<file path="src/mss_pkg.sv">
// Shared operation codes, status codes and control structs for the min-tracking stack.
package mss_pkg;

   // Operation codes carried on req_tuser
   localparam logic [1:0] MODE_PUSH = 2'd0;
   localparam logic [1:0] MODE_POP  = 2'd1;
   localparam logic [1:0] MODE_PEEK = 2'd2;

   // Status codes carried on rsp_tuser
   localparam logic [1:0] STATUS_OK    = 2'd0;
   localparam logic [1:0] STATUS_EMPTY = 2'd1;
   localparam logic [1:0] STATUS_FULL  = 2'd2;

   // Controller to datapath
   typedef struct packed {
      logic capture;  // latch the incoming transaction
      logic exec;     // perform the operation and load the result register
      logic refill;   // load the cached top from the memory read data
   } mss_cmd_type;

   // Datapath to controller
   typedef struct packed {
      logic refill_needed;  // pop left entries behind, top cache must reload
      logic rsp_blocked;    // result register holds a transaction not yet taken
   } mss_stat_type;

endpackage

</file>
<file path="src/mss_ctrl.sv">
// Controller state machine: sequences capture, execute and top-cache refill.
module mss_ctrl
   import mss_pkg::*;
(
   input  logic         clock,
   input  logic         reset,
   input  logic         req_tvalid,
   output logic         req_tready,
   input  mss_stat_type stat,
   output mss_cmd_type  cmd
);

   typedef enum logic [1:0] {
      ST_IDLE,
      ST_EXEC,
      ST_REFILL
   } state_type;

   state_type state_ff;
   state_type state_in;

   // A captured transaction may wait in EXEC until the result register frees up
   assign req_tready = (state_ff == ST_IDLE);

   always_comb begin
      cmd.capture = req_tvalid && req_tready;
      cmd.exec    = (state_ff == ST_EXEC) && !stat.rsp_blocked;
      cmd.refill  = (state_ff == ST_REFILL);
   end

   always_comb begin
      state_in = state_ff;
      case (state_ff)
         ST_IDLE: begin
            if (cmd.capture) begin
               state_in = ST_EXEC;
            end
         end
         ST_EXEC: begin
            if (cmd.exec) begin
               state_in = stat.refill_needed ? ST_REFILL : ST_IDLE;
            end
         end
         ST_REFILL: begin
            state_in = ST_IDLE;
         end
         default: begin
            state_in = ST_IDLE;
         end
      endcase
   end

   always_ff @(posedge clock) begin
      if (reset) begin
         state_ff <= ST_IDLE;
      end else begin
         state_ff <= state_in;
      end
   end

endmodule

</file>
<file path="src/mss_datapath.sv">
// Datapath: entry memory, cached top entry, running minimum, count and result register.
module mss_datapath
   import mss_pkg::*;
#(
   parameter int DEPTH      = 64,
   parameter int DATA_WIDTH = 16,
   localparam int CW      = $clog2(DEPTH + 1),
   localparam int IN_W    = ((DATA_WIDTH + 7) / 8) * 8,
   localparam int RSP_W   = ((2 * DATA_WIDTH + 1 + CW + 7) / 8) * 8
)
(
   input  logic               clock,
   input  logic               reset,
   input  mss_cmd_type        cmd,
   output mss_stat_type       stat,
   input  logic [IN_W-1:0]    req_tdata,
   input  logic [1:0]         req_tuser,
   output logic               rsp_tvalid,
   input  logic               rsp_tready,
   output logic [RSP_W-1:0]   rsp_tdata,
   output logic [1:0]         rsp_tuser
);

   localparam int DW = DATA_WIDTH;
   localparam int EW = DATA_WIDTH + 2;   // room for the 2*v - min code
   localparam int AW = $clog2(DEPTH);

   // Entry memory, written on push, read one below the top on pop
   logic signed [EW-1:0] mem [DEPTH];
   logic signed [EW-1:0] rd_data_ff;

   logic [1:0]           mode_ff;
   logic signed [DW-1:0] value_ff;
   logic [CW-1:0]        count_ff;
   logic signed [DW-1:0] min_ff;
   logic signed [EW-1:0] top_ff;

   logic                 rsp_valid_ff;
   logic signed [DW-1:0] rsp_value_ff;
   logic signed [DW-1:0] rsp_min_ff;
   logic                 rsp_empty_ff;
   logic [1:0]           rsp_status_ff;
   logic [CW-1:0]        rsp_count_ff;

   logic [CW-1:0]        count_in;
   logic signed [DW-1:0] min_in;
   logic signed [EW-1:0] top_in;
   logic signed [DW-1:0] res_value;
   logic [1:0]           res_status;
   logic                 wr_en;
   logic signed [EW-1:0] wr_data;
   logic                 refill_needed;

   logic signed [EW-1:0] v_ext;
   logic signed [EW-1:0] min_ext;
   logic signed [EW-1:0] enc_code;
   logic signed [EW-1:0] restore_min;
   logic signed [DW-1:0] top_val;
   logic                 top_gt;
   logic                 empty;
   logic                 full;
   logic [AW-1:0]        wr_addr;
   logic [CW-1:0]        rd_index;
   logic [AW-1:0]        rd_addr;

   assign v_ext       = {{2{value_ff[DW-1]}}, value_ff};
   assign min_ext     = {{2{min_ff[DW-1]}}, min_ff};
   assign enc_code    = (v_ext <<< 1) - min_ext;
   assign restore_min = (min_ext <<< 1) - top_ff;
   // An entry above the minimum holds its plain value; otherwise the minimum is the top value
   assign top_gt      = top_ff > min_ext;
   assign top_val     = top_gt ? top_ff[DW-1:0] : min_ff;
   assign empty       = (count_ff == '0);
   assign full        = (count_ff == CW'(DEPTH));
   assign wr_addr     = count_ff[AW-1:0];
   assign rd_index    = count_ff - CW'(2);
   assign rd_addr     = rd_index[AW-1:0];

   always_comb begin
      count_in      = count_ff;
      min_in        = min_ff;
      top_in        = top_ff;
      res_value     = '1;
      res_status    = STATUS_OK;
      wr_en         = 1'b0;
      wr_data       = v_ext;
      refill_needed = 1'b0;
      case (mode_ff)
         MODE_PUSH: begin
            if (full) begin
               res_status = STATUS_FULL;
               res_value  = top_val;
            end else begin
               wr_en     = 1'b1;
               count_in  = count_ff + CW'(1);
               res_value = value_ff;
               if (empty) begin
                  wr_data = v_ext;
                  min_in  = value_ff;
               end else if (value_ff < min_ff) begin
                  wr_data = enc_code;
                  min_in  = value_ff;
               end else begin
                  wr_data = v_ext;
               end
               top_in = wr_data;
            end
         end
         MODE_POP: begin
            if (empty) begin
               res_status = STATUS_EMPTY;
            end else begin
               res_value = top_val;
               if (!top_gt) begin
                  min_in = restore_min[DW-1:0];
               end
               count_in      = count_ff - CW'(1);
               refill_needed = (count_ff != CW'(1));
            end
         end
         default: begin
            // peek; the unused code behaves the same
            if (empty) begin
               res_status = STATUS_EMPTY;
            end else begin
               res_value = top_val;
            end
         end
      endcase
   end

   always_comb begin
      stat.refill_needed = cmd.exec && refill_needed;
      stat.rsp_blocked   = rsp_valid_ff && !rsp_tready;
   end

   always_ff @(posedge clock) begin
      if (cmd.exec && wr_en) begin
         mem[wr_addr] <= wr_data;
      end
      rd_data_ff <= mem[rd_addr];
   end

   always_ff @(posedge clock) begin
      if (reset) begin
         count_ff     <= '0;
         min_ff       <= '0;
         rsp_valid_ff <= 1'b0;
      end else begin
         if (cmd.exec) begin
            count_ff     <= count_in;
            min_ff       <= min_in;
            rsp_valid_ff <= 1'b1;
         end else if (rsp_tready) begin
            rsp_valid_ff <= 1'b0;
         end
      end
   end

   always_ff @(posedge clock) begin
      if (cmd.capture) begin
         mode_ff  <= req_tuser;
         value_ff <= req_tdata[DW-1:0];
      end
      if (cmd.exec) begin
         top_ff        <= top_in;
         rsp_value_ff  <= res_value;
         rsp_min_ff    <= (count_in == '0) ? '1 : min_in;
         rsp_empty_ff  <= (count_in == '0);
         rsp_status_ff <= res_status;
         rsp_count_ff  <= count_in;
      end else if (cmd.refill) begin
         top_ff <= rd_data_ff;
      end
   end

   assign rsp_tvalid = rsp_valid_ff;
   assign rsp_tdata  = RSP_W'({rsp_count_ff, rsp_empty_ff, rsp_min_ff, rsp_value_ff});
   assign rsp_tuser  = rsp_status_ff;

`ifndef SYNTHESIS
   a_no_overwrite: assert property (@(posedge clock) disable iff (reset)
      cmd.exec |-> !rsp_valid_ff || rsp_tready)
      else $error("result register overwritten before it was taken");

   a_full_count: assert property (@(posedge clock) disable iff (reset)
      rsp_valid_ff && (rsp_status_ff == STATUS_FULL) |-> rsp_count_ff == CW'(DEPTH))
      else $error("full status reported below capacity");

   a_empty_flag: assert property (@(posedge clock) disable iff (reset)
      rsp_valid_ff |-> rsp_empty_ff == (rsp_count_ff == '0))
      else $error("empty flag disagrees with entry count");

   a_refill_nonempty: assert property (@(posedge clock) disable iff (reset)
      cmd.refill |-> count_ff != '0)
      else $error("top cache refill with an empty stack");

   a_count_bound: assert property (@(posedge clock) disable iff (reset)
      count_ff <= CW'(DEPTH))
      else $error("entry count beyond depth");
`endif

endmodule

</file>
<file path="src/min_tracking_stack.sv">
// Top level of the min-tracking stack: controller plus datapath.
//
// Each request transaction is a push, pop or peek on a bounded signed stack that also
// reports the current minimum with a single minimum register. After acceptance a push,
// peek or refused push passes through EXEC and the controller returns to IDLE for the next
// request; a pop that leaves entries behind also passes through REFILL because the cached top entry is reloaded
// through the entry memory's registered read port. A result waits in its own output
// register, and the next request is accepted while it waits, but not a second one.
module min_tracking_stack
   import mss_pkg::*;
#(
   parameter int DEPTH      = 64,
   parameter int DATA_WIDTH = 16,
   localparam int CW      = $clog2(DEPTH + 1),
   localparam int IN_W    = ((DATA_WIDTH + 7) / 8) * 8,
   localparam int RSP_W   = ((2 * DATA_WIDTH + 1 + CW + 7) / 8) * 8
)
(
   input  logic             clock,
   input  logic             reset,
   input  logic             req_tvalid,
   output logic             req_tready,
   input  logic [IN_W-1:0]  req_tdata,   // push_value
   input  logic [1:0]       req_tuser,   // mode
   output logic             rsp_tvalid,
   input  logic             rsp_tready,
   output logic [RSP_W-1:0] rsp_tdata,   // result_value, current_min, is_empty, entry_count
   output logic [1:0]       rsp_tuser    // status
);

   mss_cmd_type  cmd;
   mss_stat_type stat;

   mss_ctrl u_ctrl (
      .clock      (clock),
      .reset      (reset),
      .req_tvalid (req_tvalid),
      .req_tready (req_tready),
      .stat       (stat),
      .cmd        (cmd)
   );

   mss_datapath #(
      .DEPTH      (DEPTH),
      .DATA_WIDTH (DATA_WIDTH)
   ) u_datapath (
      .clock      (clock),
      .reset      (reset),
      .cmd        (cmd),
      .stat       (stat),
      .req_tdata  (req_tdata),
      .req_tuser  (req_tuser),
      .rsp_tvalid (rsp_tvalid),
      .rsp_tready (rsp_tready),
      .rsp_tdata  (rsp_tdata),
      .rsp_tuser  (rsp_tuser)
   );

endmodule

</file>
<file path="config.mk">
export PLATFORM = sky130hd
export DESIGN_NAME = min_tracking_stack
export DESIGN_NICKNAME = d
export VERILOG_FILES = /design/src/mss_pkg.sv /design/src/mss_ctrl.sv /design/src/mss_datapath.sv /design/src/min_tracking_stack.sv
export SDC_FILE = /design/constraint.sdc
export NUM_CORES = 1
export LEC_CHECK = 0
export BUFFER_PORTS_ARGS = -buffer_cell sky130_fd_sc_hd__clkbuf_2
export CAP_MARGIN = 20
export CORE_UTILIZATION = 30
export CTS_BUF_LIST = sky130_fd_sc_hd__clkbuf_4
export DETAILED_ROUTE_END_ITERATION = 6
export GPL_ROUTABILITY_DRIVEN = 1
export PLACE_DENSITY_LB_ADDON = 0.08
export SLEW_MARGIN = 20
export SYNTH_ARGS = -nofsm -noshare
export SYNTH_HDL_FRONTEND = slang
export SYNTH_SLANG_ARGS = --single-unit
</file>
<file path="constraint.sdc">
create_clock -name clock -period 5.9 [get_ports clock]
set_clock_uncertainty 0.15 [all_clocks]
set_input_delay 1.18 -clock clock [delete_from_list [all_inputs] [get_ports clock]]
set_output_delay 1.18 -clock clock [all_outputs]
set_load 0.01 [all_outputs]
</file>
==> flow_metrics.env, run 1 <==
export IMPL_cts_tree="built"
export IMPL_rows=152
export IMPL_critical_path_endpoint_type="flop"
export IMPL_count_of_input_and_output_buffers=65
export IMPL_multiInputGateArea_um2=13600
export IMPL_ys_warnings_count=0
export IMPL_finalWorstPathRequiredPeriod_ns=4.54
export IMPL_synth_largest_area_cell="sky130_fd_sc_hd__edfxtp_1"
export IMPL_timing_final_crit_share_pct=76.9
export IMPL_post_synth_most_frequent_cells="sky130_fd_sc_hd__edfxtp_1 (1,230), sky130_fd_sc_hd__mux4_2 (360), sky130_fd_sc_hd__nor2_1 (117)"
export IMPL_clk_pin_slew_ns=0.06
export IMPL_worst_case_headroom_to_the_max_slew_limit_pct=23.5
export IMPL_fillerInstances=16300
export IMPL_ports_placed_on_the_boundary=66
export IMPL_async_reset_ff_share_pct=0
export IMPL_syn_to_final_growth_pct=16.9
export IMPL_synth_seq_cells=1274
export IMPL_drc=0
export IMPL_cts_max_level=5
export IMPL_grt_setup_unrepaired="no"
export IMPL_post_synth_inst_count=2593
export IMPL_ff_latch_area_um2=37800
export IMPL_synth_nets=2688
export IMPL_critical_path_peak_fanout=33
export IMPL_wire_per_inst_um=28.3
export IMPL_pre_cts_ws_ns=1.35
export IMPL_powerDensity_nw_per_um2=325
export IMPL_core_area_um2=172000
export IMPL_fraction_of_final_layout_cells_sized_beyond_drive_strength_1_pct=37.2
export IMPL_crit_type="reg2reg"
export IMPL_drt_antenna_violating_nets=0
export IMPL_synthDistinctLibCells=80
export IMPL_irDropWorstVdd_mv=0.177
export IMPL_place_congestion=0.828
export IMPL_worstPathCellList="ha_1 > a21oi_1 > nor2b_1 > o311ai_1 > a211o_1 > a21o_1 > or2_1 > o21ai_4 > buf_4"
export IMPL_maxCapViolCount=0
export IMPL_post_synth_top_count_cell="sky130_fd_sc_hd__edfxtp_1"
export IMPL_wl_met3_um=7410
export IMPL_cp_slowest_stage_delay_ns=0.78
export IMPL_grt_first_pass_wirelength_um=224000
export IMPL_fin_hold_ws_ns=0.319
export IMPL_top_signal_layer_used="met5"
export IMPL_vias=27800
export IMPL_final_max_slew_violation_count=0
export IMPL_cts_buffers_inserted=370
export IMPL_routed_via_density=4.95
export IMPL_grt_pass1_vias=29900
export IMPL_floorplan_initialDensity_pct=30.2
export IMPL_worst_slew_pin_slew_ns=1.14
export IMPL_post_dp_cell_area_um2=55900
export IMPL_result_of_the_run="complete, no violations"
export IMPL_drt_first_iter_violations=2377
export IMPL_tritoncts_num_sinks=1274
export IMPL_cp_data_arrival_time_ns=5.41
export IMPL_finish_instance_area_um2=60600
export IMPL_max_clock_path_buffers=4
export IMPL_insertion_delay_ns=1.31
export IMPL_cts_root_buffer_cell="sky130_fd_sc_hd__clkbuf_4"
export IMPL_fmax_mhz=220
export IMPL_ys_dominant_reg_cell="sky130_fd_sc_hd__edfxtp_1"
export IMPL_drtPass1Iterations=7
export IMPL_final_net_count=3144
export IMPL_number_of_enable_flip_flop_cells_after_synthesis=1230
export IMPL_pin_count_of_the_biggest_net_entering_global_routing=108
export IMPL_netlist_area_um2=51800
export IMPL_design_die_area_um2=174000
export IMPL_wl_met2_um=79000
export IMPL_worst_slack_ns=1.36
export IMPL_postCtsSetupBuffers=0
export IMPL_setup_viol_count_final=0
export IMPL_post_synth_cell_area_avg_um2=20.0
export IMPL_cp_required_ns=6.77
export IMPL_gr_usage_all_layers_pct=18.4
export IMPL_grt_overflow=0
export IMPL_routed_wl_um=159000
export IMPL_synth_yosys_seq_area_share_pct=72.9
export IMPL_hpwlAfterDp_um=93300
export IMPL_util_after_layout_pct=35.3
export IMPL_die_width_um=418
export IMPL_total_leakage_power_uw=0.0194
export IMPL_worst_hold_path_type="reg2reg"
export IMPL_synth_top_cell_area_share_pct=71.2
export IMPL_die_height_um=418
export IMPL_yosys_top_cells_area="sky130_fd_sc_hd__edfxtp_1 (71%), sky130_fd_sc_hd__mux4_2 (16%), sky130_fd_sc_hd__ha_1 (1.7%)"
export IMPL_cpMaxStageDelayCell="sky130_fd_sc_hd__o21ai_4"
export IMPL_startpoint_type="flop"
export IMPL_grt_antenna_before_repair=8
export IMPL_timing_final_hold_violations=0
export IMPL_met1_wire_length_um=68100
==> logic make-up after synthesis <==
kind of cell / share of synthesized area [%]
DFF: 72.9
muxes: 16.6
and+or+nand+nor: 3.16
AOI/OAI and AO/OA: 3.57
buffers and inverters: 1.40
adders and majority gates: 1.79
xor gates and xnor gates: 0.538
==> report_power, final <==
part           leakage [uW]  switching (uW)  internal, uW
sequential           0.0114            85.3         10100
combinational       0.00524            1020           530
clock               0.00268            3700          4260
==> state kept, by name, indices dropped and copies added (netlist names) <==
| name | count |
|---|---|
| u_datapath.rd_data_ff | 18 |
| u_datapath.rsp_empty_ff | 1 |
| u_datapath.top_ff | 18 |
| u_datapath.rsp_tvalid | 1 |
| u_datapath.mode_ff | 2 |
| u_datapath.rsp_tuser | 2 |
| u_datapath.rsp_min_ff | 16 |
| u_datapath.rsp_value_ff | 16 |
| u_datapath.count_ff | 7 |
| u_datapath.rsp_count_ff | 7 |
| u_datapath.mem | 1152 |
| u_datapath.value_ff | 16 |
| u_ctrl.state_ff | 2 |
| u_datapath.min_ff | 16 |
==> per-layer routing <==
metal / up-vias / global-route usage (%)
met2: 841 / 30.6
met3: 261 / 3.79
met5: - / 0
met1: 14800 / 23.7
li1: 11900 / -
met4: 2 / 6.33
==> critical path, delay by kind of cell, from the launching register on <==
kind,cells,cell delay (ns)
simple gates,2,0.73
flops,1,0.55
fa+ha+maj,1,0.42
buf+inv,1,0.45
compound gates,5,1.92
==> final timing paths <==
| kind | to | cells past startpoint | from | slack [ns] |
|---|---|---|---|---|
| setup / recovery | u_datapath.mem[48][1]$_DFFE_PP_ | 9 | u_datapath.value_ff[15]$_DFFE_PP_ | 1.36 |
| hold / removal | u_ctrl.state_ff[0]$_SDFFE_PP0P_ | 1 | u_ctrl.state_ff[1]$_SDFFE_PP0P_ | 0.32 |
| setup reg to reg | u_datapath.mem[48][1]$_DFFE_PP_ | 9 | u_datapath.value_ff[15]$_DFFE_PP_ | 1.36 |
| hold reg to reg | u_ctrl.state_ff[0]$_SDFFE_PP0P_ | 1 | u_ctrl.state_ff[1]$_SDFFE_PP0P_ | 0.32 |
==> cell usage in the layout (no fill, tap or decap), types with 7 or more instances in the layout <==
cell type and n:
sky130_fd_sc_hd__ha_1 70, sky130_fd_sc_hd__clkinv_2 8, sky130_fd_sc_hd__o21ai_4 9, sky130_fd_sc_hd__nand2_1 116, sky130_fd_sc_hd__nor2_2 64, sky130_fd_sc_hd__clkinv_1 61, sky130_fd_sc_hd__buf_4 116, sky130_fd_sc_hd__nor3_1 14
sky130_fd_sc_hd__a22o_1 10, sky130_fd_sc_hd__clkbuf_4 551, sky130_fd_sc_hd__xnor2_1 22, sky130_fd_sc_hd__buf_12 10, sky130_fd_sc_hd__inv_1 46, sky130_fd_sc_hd__clkbuf_2 65, sky130_fd_sc_hd__dlygate4sd3_1 21, sky130_fd_sc_hd__o211ai_1 19
sky130_fd_sc_hd__mux2i_1 35, sky130_fd_sc_hd__nand2b_1 10, sky130_fd_sc_hd__nand4_1 8, sky130_fd_sc_hd__and3_1 9, sky130_fd_sc_hd__a21oi_1 73, sky130_fd_sc_hd__or2_2 7, sky130_fd_sc_hd__mux4_2 360, sky130_fd_sc_hd__nor2_1 53
sky130_fd_sc_hd__diode_2 8, sky130_fd_sc_hd__o21ai_0 48, sky130_fd_sc_hd__edfxtp_1 1230, sky130_fd_sc_hd__a211oi_1 31, sky130_fd_sc_hd__nand3_1 18, sky130_fd_sc_hd__dfxtp_1 42, sky130_fd_sc_hd__nand3b_1 10, sky130_fd_sc_hd__nor2b_1 26
sky130_fd_sc_hd__a21o_1 19, sky130_fd_sc_hd__o21a_1 7
==> stage by stage <==
stage	total power, uW	TNS [ns]	instances
final	19700	0	5620
after floorplan	11200	-27.71	2593
after CTS	20100	0	5612
after global routing	20600	0	5615
after detailed placement	11900	0	4966
after global placement	11900	0	4966
==> cell type report <==
| class | instances | area share (%) |
|---|---|---|
| repair buffers | 212 | 2.65 |
| clock buffers | 551 | 6.82 |
| well taps | 2310 | 4.77 |
| multi-input cells | 1143 | 22.5 |
| inverters | 48 | 0.297 |
| diodes | 8 | 0.0330 |
| flip-flops and latches | 1274 | 62.4 |
| clock inverters | 74 | 0.530 |
==> what timing repair did <==
action,4_1_cts,5_1_grt
resized for setup,0,0
hold buffers,21,0
setup endpoints to repair,0,0
hold endpoints to repair,20,0
No activity file was read; power rests on OpenSTA's default activity.
==> inputs of run 2 (changes only) <==
--- a/config.mk
+++ b/config.mk
@@ -5,6 +5,7 @@
 export SDC_FILE = /design/constraint.sdc
 export NUM_CORES = 1
 export LEC_CHECK = 0
+export ABC_AREA = 1
 export BUFFER_PORTS_ARGS = -buffer_cell sky130_fd_sc_hd__clkbuf_2
 export CAP_MARGIN = 20
 export CORE_UTILIZATION = 30
==> constraint.sdc (replaced) <==
create_clock -name clock -period 4 [get_ports clock]
set_clock_uncertainty 0.15 [all_clocks]
set_input_delay 0.8 -clock clock [delete_from_list [all_inputs] [get_ports clock]]
set_output_delay 0.8 -clock clock [all_outputs]
set_load 0.01 [all_outputs]
==> run 2 against run 1 <==
Compared with the run above: routed wire length up 24%; synthesized area up 3.7%; final cell count up 34%; maximum frequency up 22%; power up 67%; critical path depth up 4; clock power up 55%.
==> flow_metrics.env, run 2 <==
export IMPL_regMostFlops="u_datapath.mem"
export IMPL_grt_pass1_vias=37700
export IMPL_grt_setup_unrepaired="no"
export IMPL_result_of_the_run="complete, no violations"
export IMPL_cts_max_level=5
export IMPL_synth_top_cell_area_share_pct=68.7
export IMPL_fraction_of_final_layout_cells_sized_beyond_drive_strength_1_pct=19.9
export IMPL_drc=0
export IMPL_cpMaxStageDelayCell="sky130_fd_sc_hd__buf_4"
export IMPL_routed_via_density=5.08
export IMPL_synthDistinctLibCells=53
export IMPL_final_net_count=5010
export IMPL_hpwlAfterDp_um=115000
export IMPL_wire_per_inst_um=26.1
export IMPL_synth_yosys_seq_area_share_pct=70.4
export IMPL_design_power_total_uw=32800
export IMPL_irDropWorstVdd_mv=0.211
export IMPL_cp_slowest_stage_delay_ns=0.63
export IMPL_die_width_um=425
export IMPL_clk_pin_slew_ns=0.07
export IMPL_die_height_um=425
export IMPL_multiInputGateArea_um2=14300
export IMPL_tritoncts_num_sinks=1274
export IMPL_worst_slack_ns=0.287
export IMPL_final_common_cell="sky130_fd_sc_hd__edfxtp_1"
export IMPL_pin_count_of_the_biggest_net_entering_global_routing=169
export IMPL_design_die_area_um2=181000
export IMPL_cts_tree="built"
export IMPL_place_congestion=0.865
export IMPL_floorplan_initialDensity_pct=30.3
export IMPL_netlist_area_um2=53700
export IMPL_post_synth_cell_area_avg_um2=12.0
export IMPL_async_reset_ff_share_pct=0
export IMPL_critical_path_peak_fanout=64
export IMPL_syn_to_final_growth_pct=18.1
export IMPL_grt_antenna_before_repair=8
export IMPL_yosys_top_cells_area="sky130_fd_sc_hd__edfxtp_1 (69%), sky130_fd_sc_hd__o21ai_0 (6.9%), sky130_fd_sc_hd__nor2_1 (6.0%)"
export IMPL_drtPass1Iterations=7
export IMPL_insertion_delay_ns=1.35
export IMPL_finish_instance_area_um2=63400
export IMPL_synth_nets=4574
export IMPL_grt_first_pass_wirelength_um=278000
export IMPL_worst_hold_path_type="in2reg"
export IMPL_post_synth_top_count_cell="sky130_fd_sc_hd__edfxtp_1"
export IMPL_count_of_input_and_output_buffers=65
export IMPL_crit_type="reg2reg"
export IMPL_ff_latch_area_um2=37800
export IMPL_number_of_enable_flip_flop_cells_after_synthesis=1230
export IMPL_critical_path_endpoint_type="flop"
export IMPL_worstPathCellList="inv_1 > ha_1 > nand2_1 > o21ai_1 > a21oi_1 > o21ai_1 > nand3_1 > a21oi_1 > o21ai_0 > o21ai_0 > nand2_1 > nand2_2 > buf_4"
export IMPL_cts_buffers_inserted=375
export IMPL_registers_with_the_highest_flip_flop_counts="u_datapath.mem (1152), u_datapath.rd_data_ff (18), u_datapath.top_ff (18)"
export IMPL_most_frequent_cells_in_the_layout="sky130_fd_sc_hd__edfxtp_1 (1,230), sky130_fd_sc_hd__nor2_1 (795), sky130_fd_sc_hd__o21ai_0 (741)"
export IMPL_drt_first_iter_violations=3115
export IMPL_maxCapViolCount=0
export IMPL_post_dp_cell_area_um2=58400
export IMPL_timing_final_hold_violations=0
export IMPL_core_area_um2=177000
export IMPL_post_synth_inst_count=4479
export IMPL_synth_largest_area_cell="sky130_fd_sc_hd__edfxtp_1"
export IMPL_startpoint_type="flop"
export IMPL_fillerInstances=17700
export IMPL_setup_viol_count_final=0
export IMPL_worst_case_headroom_to_the_max_slew_limit_pct=27.6
export IMPL_finalWorstPathRequiredPeriod_ns=3.71
export IMPL_routed_wl_um=196000
export IMPL_timing_final_crit_share_pct=92.8
export IMPL_ys_dominant_reg_cell="sky130_fd_sc_hd__edfxtp_1"
export IMPL_post_synth_most_frequent_cells="sky130_fd_sc_hd__edfxtp_1 (1,230), sky130_fd_sc_hd__nor2_1 (860), sky130_fd_sc_hd__o21ai_0 (741)"
export IMPL_vias=38300
export IMPL_powerDensity_nw_per_um2=517
export IMPL_final_max_slew_violation_count=0
export IMPL_total_leakage_power_uw=0.0221
export IMPL_gr_usage_all_layers_pct=21.5
export IMPL_cp_required_ns=4.78
export IMPL_cp_data_arrival_time_ns=4.49
export IMPL_pre_cts_ws_ns=-0.00426
export IMPL_largest_register_ff_count=1152
export IMPL_ports_placed_on_the_boundary=66
export IMPL_synth_seq_cells=1274
export IMPL_grt_overflow=0
export IMPL_max_clock_path_buffers=4
export IMPL_fmax_mhz=269
export IMPL_drt_antenna_violating_nets=0
export IMPL_rows=154
export IMPL_worst_slew_pin_slew_ns=1.09
export IMPL_ys_warnings_count=0
export IMPL_cts_root_buffer_cell="sky130_fd_sc_hd__clkbuf_4"
[run 2: final timing paths]
kind / start / end / slack [ns] / cells past startpoint
max: u_datapath.min_ff[2]$_SDFFE_PP0P_ / u_datapath.mem[51][16]$_DFFE_PP_ / 0.29 / 13
min: req_tdata[12] / u_datapath.value_ff[12]$_DFFE_PP_ / 0.15 / 2
max reg2reg: u_datapath.min_ff[2]$_SDFFE_PP0P_ / u_datapath.mem[51][16]$_DFFE_PP_ / 0.29 / 13
min reg2reg: u_datapath.rd_data_ff[16]$_DFF_P_ / u_datapath.top_ff[16]$_DFFE_PP_ / 0.32 / 2
[run 2: final cells by class]
cell class	count	share of cell area, %
Tap cell	2340	4.61
Timing Repair Buffer	349	4.99
Multi-Input combinational cell	2762	22.5
Clock inverter	83	0.714
Antenna cell	8	0.0316
Inverter	153	0.941
Sequential cell	1274	59.6
Clock buffer	558	6.60
[run 2: timing repair]
item,CTS,global route
hold buffers,39,0
buffers inserted,0,0
resized for setup,0,3
hold endpoints to repair,34,0
endpoints found under the setup margin,0,10
[run 2: worst max-delay path: cells and delay by family (launching register included)]
| kind | cells | cell delay (ns) |
|---|---|---|
| fa+ha+maj | 1 | 0.38 |
| simple gates | 4 | 0.41 |
| buf+inv | 2 | 0.79 |
| flops | 1 | 0.41 |
| compound gates | 6 | 1.11 |
[run 2: through the flow]
stage / instances / utilization [%] / hold slack, ns / setup TNS [ns]
2_1_floorplan: 4479 / - / 0.329 / 0
3_3_place_gp: 6839 / 33.0 / 0.349 / 0
3_5_place_dp: 6839 / 33.0 / 0.346 / -0.00426
4_1_cts: 7519 / 35.8 / 0.00499 / 0
5_1_grt: 7521 / 35.8 / 0.0624 / 0
6_report: 7527 / 35.8 / 0.148 / 0
[run 2: where the power goes]
group | switching (uW) | leakage (uW) | internal, uW
clock | 5660 | 0.00279 | 6630
sequential | 206 | 0.0114 | 15200
combinational | 3690 | 0.00789 | 1440
total | 9560 | 0.0221 | 23200
[run 2: routing by layer]
metal | wire (um) | track usage [%] | up-vias
met1 | 84500 | 27.6 | 19300
li1 | - | - | 17600
met2 | 95600 | 36.0 | 1107
met3 | 10000 | 4.14 | 304
met5 | 219 | 0 | -
met4 | 5950 | 7.69 | 8
[run 2: cells by family after synthesis]
| family | count (synthesis) | synth area share (%) |
|---|---|---|
| buf+inv | 443 | 3.50 |
| fa+ha+maj | 73 | 1.73 |
| flops | 1274 | 70.4 |
| compound gates | 1273 | 13.3 |
| simple gates | 1386 | 10.6 |
| xor+xnor | 30 | 0.503 |
